==> src/hdl/mau_pkg.sv <==
// Shared types and constants of the modular arithmetic unit.
package mau_pkg;

  localparam int unsigned MODE_W    = 3;
  localparam int unsigned OPND_W    = 64;
  localparam int unsigned RES_W     = 31;
  localparam int unsigned PADDR_W   = 3;
  localparam int unsigned PDATA_W   = 32;
  localparam int unsigned RED_CNT_W = 6;

  localparam logic [PDATA_W-1:0] MOD_RESET = 32'd998244353;
  localparam logic [PADDR_W-1:0] ADDR_MODULUS = 3'd0;

  typedef enum logic [MODE_W-1:0] {
    OP_REDUCE,
    OP_ADD,
    OP_SUB,
    OP_MUL,
    OP_DIV,
    OP_POW,
    OP_INV,
    OP_NEG
  } op_e;

  typedef enum logic [3:0] {
    ST_IDLE,
    ST_RED_A,
    ST_RED_B,
    ST_DISPATCH,
    ST_POW_STEP,
    ST_MUL_R,
    ST_MUL_X,
    ST_FIN_MUL,
    ST_OUT
  } state_e;

  typedef struct packed {
    logic busy;
    logic done;
  } mul_stat_t;

endpackage

==> src/hdl/mau_mulmod.sv <==
// Bit-serial modular multiplier: each multiplier bit takes a doubling phase and then an add phase.
module mau_mulmod import mau_pkg::*; #(
  parameter int unsigned MOD_BITS = 31
) (
  input  logic                clk_i,
  input  logic                rst_ni,
  input  logic                start_i,
  input  logic [MOD_BITS-1:0] x_i,
  input  logic [MOD_BITS-1:0] y_i,
  input  logic [MOD_BITS-1:0] mod_i,
  output mul_stat_t           stat_o,
  output logic [MOD_BITS-1:0] prod_o
);

  localparam int unsigned CNT_W = $clog2(MOD_BITS);
  localparam logic [CNT_W-1:0] CNT_LAST = CNT_W'(MOD_BITS - 1);

  logic                busy_q, busy_d;
  logic                done_q, done_d;
  logic                phase_q, phase_d;
  logic [CNT_W-1:0]    cnt_q, cnt_d;
  logic [MOD_BITS-1:0] x_q, x_d;
  logic [MOD_BITS-1:0] y_q, y_d;
  logic [MOD_BITS-1:0] acc_q, acc_d;
  logic [MOD_BITS:0]   dbl, dbl_red, sum, sum_red, mod_ext;

  // Horner form, most significant multiplier bit first: acc = 2*acc (+ x).
  always_comb begin
    mod_ext = {1'b0, mod_i};
    dbl     = {acc_q, 1'b0};
    dbl_red = (dbl >= mod_ext) ? dbl - mod_ext : dbl;
    sum     = {1'b0, acc_q} + {1'b0, x_q};
    sum_red = (sum >= mod_ext) ? sum - mod_ext : sum;
  end

  always_comb begin
    busy_d  = busy_q;
    done_d  = 1'b0;
    phase_d = phase_q;
    cnt_d   = cnt_q;
    x_d     = x_q;
    y_d     = y_q;
    acc_d   = acc_q;
    if (start_i) begin
      busy_d  = 1'b1;
      phase_d = 1'b0;
      cnt_d   = '0;
      x_d     = x_i;
      y_d     = y_i;
      acc_d   = '0;
    end else if (busy_q) begin
      if (!phase_q) begin
        acc_d   = dbl_red[MOD_BITS-1:0];
        phase_d = 1'b1;
      end else begin
        if (y_q[MOD_BITS-1]) begin
          acc_d = sum_red[MOD_BITS-1:0];
        end
        y_d     = {y_q[MOD_BITS-2:0], 1'b0};
        phase_d = 1'b0;
        cnt_d   = cnt_q + 1'b1;
        if (cnt_q == CNT_LAST) begin
          busy_d = 1'b0;
          done_d = 1'b1;
        end
      end
    end
  end

  always_ff @(posedge clk_i or negedge rst_ni) begin
    if (!rst_ni) begin
      busy_q  <= 1'b0;
      done_q  <= 1'b0;
      phase_q <= 1'b0;
      cnt_q   <= '0;
    end else begin
      busy_q  <= busy_d;
      done_q  <= done_d;
      phase_q <= phase_d;
      cnt_q   <= cnt_d;
    end
  end

  always_ff @(posedge clk_i) begin
    x_q   <= x_d;
    y_q   <= y_d;
    acc_q <= acc_d;
  end

  assign stat_o.busy = busy_q;
  assign stat_o.done = done_q;
  assign prod_o      = acc_q;

endmodule

==> config.mk <==
export PLATFORM = sky130hd
export DESIGN_NAME = mau_mulmod
export DESIGN_NICKNAME = d
export VERILOG_FILES = /design/src/hdl/mau_pkg.sv /design/src/hdl/mau_mulmod.sv
export SDC_FILE = /design/constraint.sdc
export NUM_CORES = 1
export LEC_CHECK = 0
export BUFFER_PORTS_ARGS = -buffer_cell sky130_fd_sc_hd__clkbuf_2
export CORE_AREA = 2 2 131 133
export CTS_CLUSTER_SIZE = 30
export DETAILED_ROUTE_END_ITERATION = 8
export DIE_AREA = 0 0 133 135
export MAX_ROUTING_LAYER = met4
export PLACE_DENSITY = 0.81
export SLEW_MARGIN = 20
export SYNTH_ARGS = -nofsm -noshare
export SYNTH_HDL_FRONTEND = slang
export SYNTH_SLANG_ARGS = --single-unit
==> constraint.sdc <==
create_clock -name clk_i -period 6.25 [get_ports clk_i]
set_clock_uncertainty 0.15 [all_clocks]
set_input_delay 0.9375 -clock clk_i [delete_from_list [all_inputs] [get_ports clk_i]]
set_output_delay 0.9375 -clock clk_i [all_outputs]
set_load 0.02 [all_outputs]
# Word-level counts from Yosys, hierarchy flattened
# Cells that the tools add are included.
dict set report totals {
  reg_bits 101
  wordCells 40
}
dict set report op_classes {
  n_addsub 4
  magnitude_cmp 2
  eq_ne 2
  mux 21
  reduce_logical 4
}
# cell n
set ops {}
lappend ops {{2-to-1 mux 31 bit} 7}
lappend ops {{greater-or-equal comparator 32 x 31 -> 1 bit} 2}
lappend ops {{subtractor 31 bit} 2}
lappend ops {{adder 31 x 31 -> 32 bit} 1}
lappend ops {{2-to-1 mux 5 bit} 3}
lappend ops {{2-to-1 mux 1 bit} 11}
lappend ops {{adder 5 x 1 -> 5 bit, second input constant} 1}
lappend ops {{== test 5 bit, second input constant} 1}
lappend ops {{AND reduction 2 bit} 2}
lappend ops {{nonzero test 2 bit} 2}
lappend ops {{!= test 2 x 1 -> 1 bit, second input constant} 1}

# Longest topological paths before layout
dict set report depth {
  depth_word 5
  mapped_depth 22
}

# Worst setup path after synthesis
# Ideal clock, no wire load.
dict set report synth_path {
  path_kind {reg-to-reg}
  start {register acc_q[0] (netlist: prod_o[0])}
  end {register acc_q[19] (netlist: prod_o[19])}
  setup_ns 0.133
  arrival_time_ns 4.620
  t_required_ns 5.967
  path_slack_ns 1.347
  stages_incl_launch_ff 21
  path_buffers 2
  period_less_slack_ns 4.903
  cell_sequence {dfxtp_1 -> ha_1 -> fa_1 -> a211o_1 -> a211o_1 -> or3b_1 -> a21bo_2 -> a211oi_2 -> mux2i_1 -> nand2_1 -> ha_1 -> nand3_1 -> nor3b_1 -> o311ai_0 -> nand3_1 -> o22ai_1 -> o211ai_2 -> buf_4 -> buf_2 -> mux2i_1 -> o22ai_1}
}
dict set report synth_between {
  elab_chain_cells 5
  word_cells_on_any_way 9
}
# item line_no
set synth_rtl {}
lappend synth_rtl {{start: declaration} mau_mulmod.sv:24} ;# logic [MOD_BITS-1:0] acc_q, acc_d;
lappend synth_rtl {{start signal: assignment} mau_mulmod.sv:87} ;# acc_q <= acc_d;
lappend synth_rtl {{adder 31 x 31 -> 32 bit} mau_mulmod.sv:32} ;# sum = {1'b0, acc_q} + {1'b0, x_q};
lappend synth_rtl {{subtractor 31 bit / greater-or-equal comparator 32 x 31 -> 1 bit (equally long branches)} mau_mulmod.sv:33} ;# sum_red = (sum >= mod_ext) ? sum - mod_ext : sum;
lappend synth_rtl {{2-to-1 mux 31 bit} mau_mulmod.sv:33}
lappend synth_rtl {{2-to-1 mux 31 bit} mau_mulmod.sv:56} ;# if (y_q[MOD_BITS-1]) begin
lappend synth_rtl {{2-to-1 mux 31 bit (*)} mau_mulmod.sv:52} ;# if (!phase_q) begin
# Every way passes the cells marked *; elsewhere a longest branch is shown, timed or not. The select of a mux whose other input is x is not followed.
# A chain may end at the register's enable or synchronous reset.

# Final worst setup path
dict set report layout_path {
  start {register acc_q[0] (netlist: prod_o[0])}
  end {register acc_q[1] (netlist: prod_o[1])}
}
# The elaborated chain is that of the path after synthesis.

==> summary.txt <==
Worst setup path
  – Worst Path Buf+Inv: 1
  – Worst Path Required: 6.36 ns
  – Critical path class: reg -> reg
  – Critical path peak fanout: 26
  – Worst EP arrival: 6.03 ns
  – Setup slack, reg-to-reg: 0.33 ns
  – Cell family with most CP delay: compound AO/OA/AOI/OAI gates
  – Critical Path Start Type: flip-flop
  – Crit. End Element: flip-flop
  – Slowest cell on crit path: o211ai_4
  – Worst-path cell chain: ha_1 > fa_1 > a211o_1 > a211o_1 > or3b_1 > a21bo_2 > a211oi_2 > mux2i_1 > nand2_1 > ha_1 > nand3_1 > nor3b_1 > o311ai_0 > nand3_1 > o22ai_1 > o211ai_4 > buf_12 > mux2i_1 > nor2_1 > a221o_1
  – CP peak stage delay: 0.60 ns

Flow run
  – # Max-Cap Violations: 0

CTS
  – CTS root buf: clkbuf_16
  – Clk_lat worst skew: 0.37 ns
  – CTS tree: yes
  – Hold_buf cts: 0
  – Cts repair resizes: 0
  – H-Tree Depth: 3
  – Worst-path clk slew: 0.08 ns
  – Setup Buffers After CTS: 0
  – TritonCTS Sinks: 101
  – Max clock buf depth: 2
  – Total CTS buffers: 9

Die
  – Starting density of the core: 59.2%
  – Die H: 135 um
  – IO Pins: 129
  – # rows: 47
  – Core Area: 16,400 um2
  – Die area: 18,000 um2
  – Die width: 133 um

Route
  – Vias per cell: 6.47
  – Detail-routed net length per standard cell: 20.8 um
  – Drt initial violations: 1,101
  – # DRC: 0
  – Final WL: 30,300 um
  – Via Count: 9,413
  – DR pass1 iterations: 6
  – Routed Antenna Nets: 0

Layout
  – Fin util: 66.1%
  – Layout cells sized above 1: 17.6%
  – Area Growth Syn to Fin: 11.7%
  – Leading cell type in the layout, fill and taps excluded: clkbuf_2
  – Diodes inserted: 0
  – Final net count: 1,423
  – Commonest cells after routing, fill and taps aside: clkbuf_2, ha_1, nand2_1, a21oi_1, nor2_1

GRT
  – Antenna violations before repair: 0
  – GR Overflow Total: 0
  – Vias in the first global route: 8,677
  – GRT Total Usage: 34.5%
  – Largest net degree at the start of global routing: 79
  – First-pass GRT wire length: 46,900 um

Placed design
  – Dpl hpwl: 23,600 um
  – Input/output buffers: 128
  – Place WS: 0.501 ns
  – Global placement routability congestion: 0.990

Synthesis
  – Ys Warns: 0
  – Syn avg cell area: 8.71 um2
  – Async SR Flop Fraction: 7.92%
  – Top_reg_cell synth: edfxtp_1
  – Mapped cell area: 9720 um2
  – Post-Syn Instances: 1,116
  – Netlist cell types: 83
  – EDFF count, synth: 62
  – Flop and latch count out of synthesis: 101
  – Syn nets: 1,310
  – Sequential share of the synthesized area: 27.6%

Timing
  – Final TNS setup: 0 ns
  – Worst hold slack: 0.261 ns
  – Worst slew pin tran: 0.927 ns
  – Fmax: 169 MHz
  – Setup WS post-layout: 0.331 ns
  – Fin crit share: 94.7%
  – Slew Limit Headroom: 38.2%
  – Unrepaired setup endpoints after global routing: no
  – Final Hold Fails: 0
  – Finish-stage setup viols: 0
  – Slew Viols, Final: 0
  – Period minus WS final: 5.92 ns

Power and ir drop
  – Peak supply drop: 291 uV
  – Leakage: 4.87 nW
  – Total power: 5.33 mW
  – PwrDens: 491 nW/um2

Status
  – Status: finished, final reports clean

Min path
  – Hold Path Class: in -> async
[state kept, by name, indices dropped and copies added (netlist names)]
register / cells
busy_q: 1
cnt_q: 5
done_q: 1
phase_q: 1
prod_o: 31
x_q: 31
y_q: 31
[per-layer routing]
layer / vias up / GRT usage (%) / share of wire [%]
met4: 0 / 9.38 / 2.2
met3: 63 / 6.04 / 11
li1: 4452 / - / -
met1: 4375 / 48.7 / 44
met2: 523 / 51.2 / 43
met5: - / - / 0
[cell type report]
class | count | area (um2)
Tap cell | 220 | 275
Fill cell | 1377 | 5560
Clock inverter | 7 | 63.8
Sequential cell | 101 | 2680
Timing Repair Buffer | 142 | 761
Inverter | 62 | 233
Clock buffer | 9 | 225
Multi-Input combinational cell | 913 | 6610
[worst paths after layout]
| check | startpoint | cells past startpoint | end |
|---|---|---|---|
| setup / recovery | prod_o[0] | 20 | prod_o[1] |
| hold / removal | rst_ni | 1 | cnt_q[1] |
| setup reg to reg | prod_o[0] | 20 | prod_o[1] |
| hold reg to reg | y_q[15] | 1 | y_q[16] |
| max in group asynchronous | rst_ni | 1 | busy_q |
| min in group clk_i | y_q[15] | 1 | y_q[16] |
[synth_stat cells, types with 15 or more instances]
master	n	area, um2
a211oi_1	25	188
a21o_1	35	263
a21oi_1	84	420
clkbuf_1	20	75.1
dfxtp_1	31	621
edfxtp_1	62	1860
ha_1	95	1190
inv_1	61	229
mux2_2	33	372
mux2i_1	28	280
nand2_1	87	327
nand3_1	26	130
nand4_1	15	93.8
nor2_1	76	285
nor3_1	24	120
o21a_1	18	135
o21ai_0	62	310
o31ai_1	16	120
xnor2_1	48	420
xor2_1	23	201
[report_power, final]
part | switching (mW) | leakage [nW] | internal [mW]
clock | 0.295 | 0.136 | 0.280
sequential | 0.136 | 0.975 | 0.823
combinational | 2.27 | 3.76 | 1.53
total | 2.70 | 4.87 | 2.63
[through the flow]
step / cell area [um2] / instances
after global routing: 10900 / 1454
final: 10900 / 1454
after global placement: 10600 / 1438
after floorplan: 9720 / 1116
after detailed placement: 10600 / 1438
after CTS: 10900 / 1454
[kinds of logic after synthesis]
group / synth area share, %
xor gates and xnor gates: 6.40
AOI/OAI and AO/OA: 26.1
adders and majority gates: 12.9
muxes: 6.71
DFF: 27.6
buffers and inverters: 4.46
and+or+nand+nor: 15.9
No activity file was read; power rests on OpenSTA's default activity.
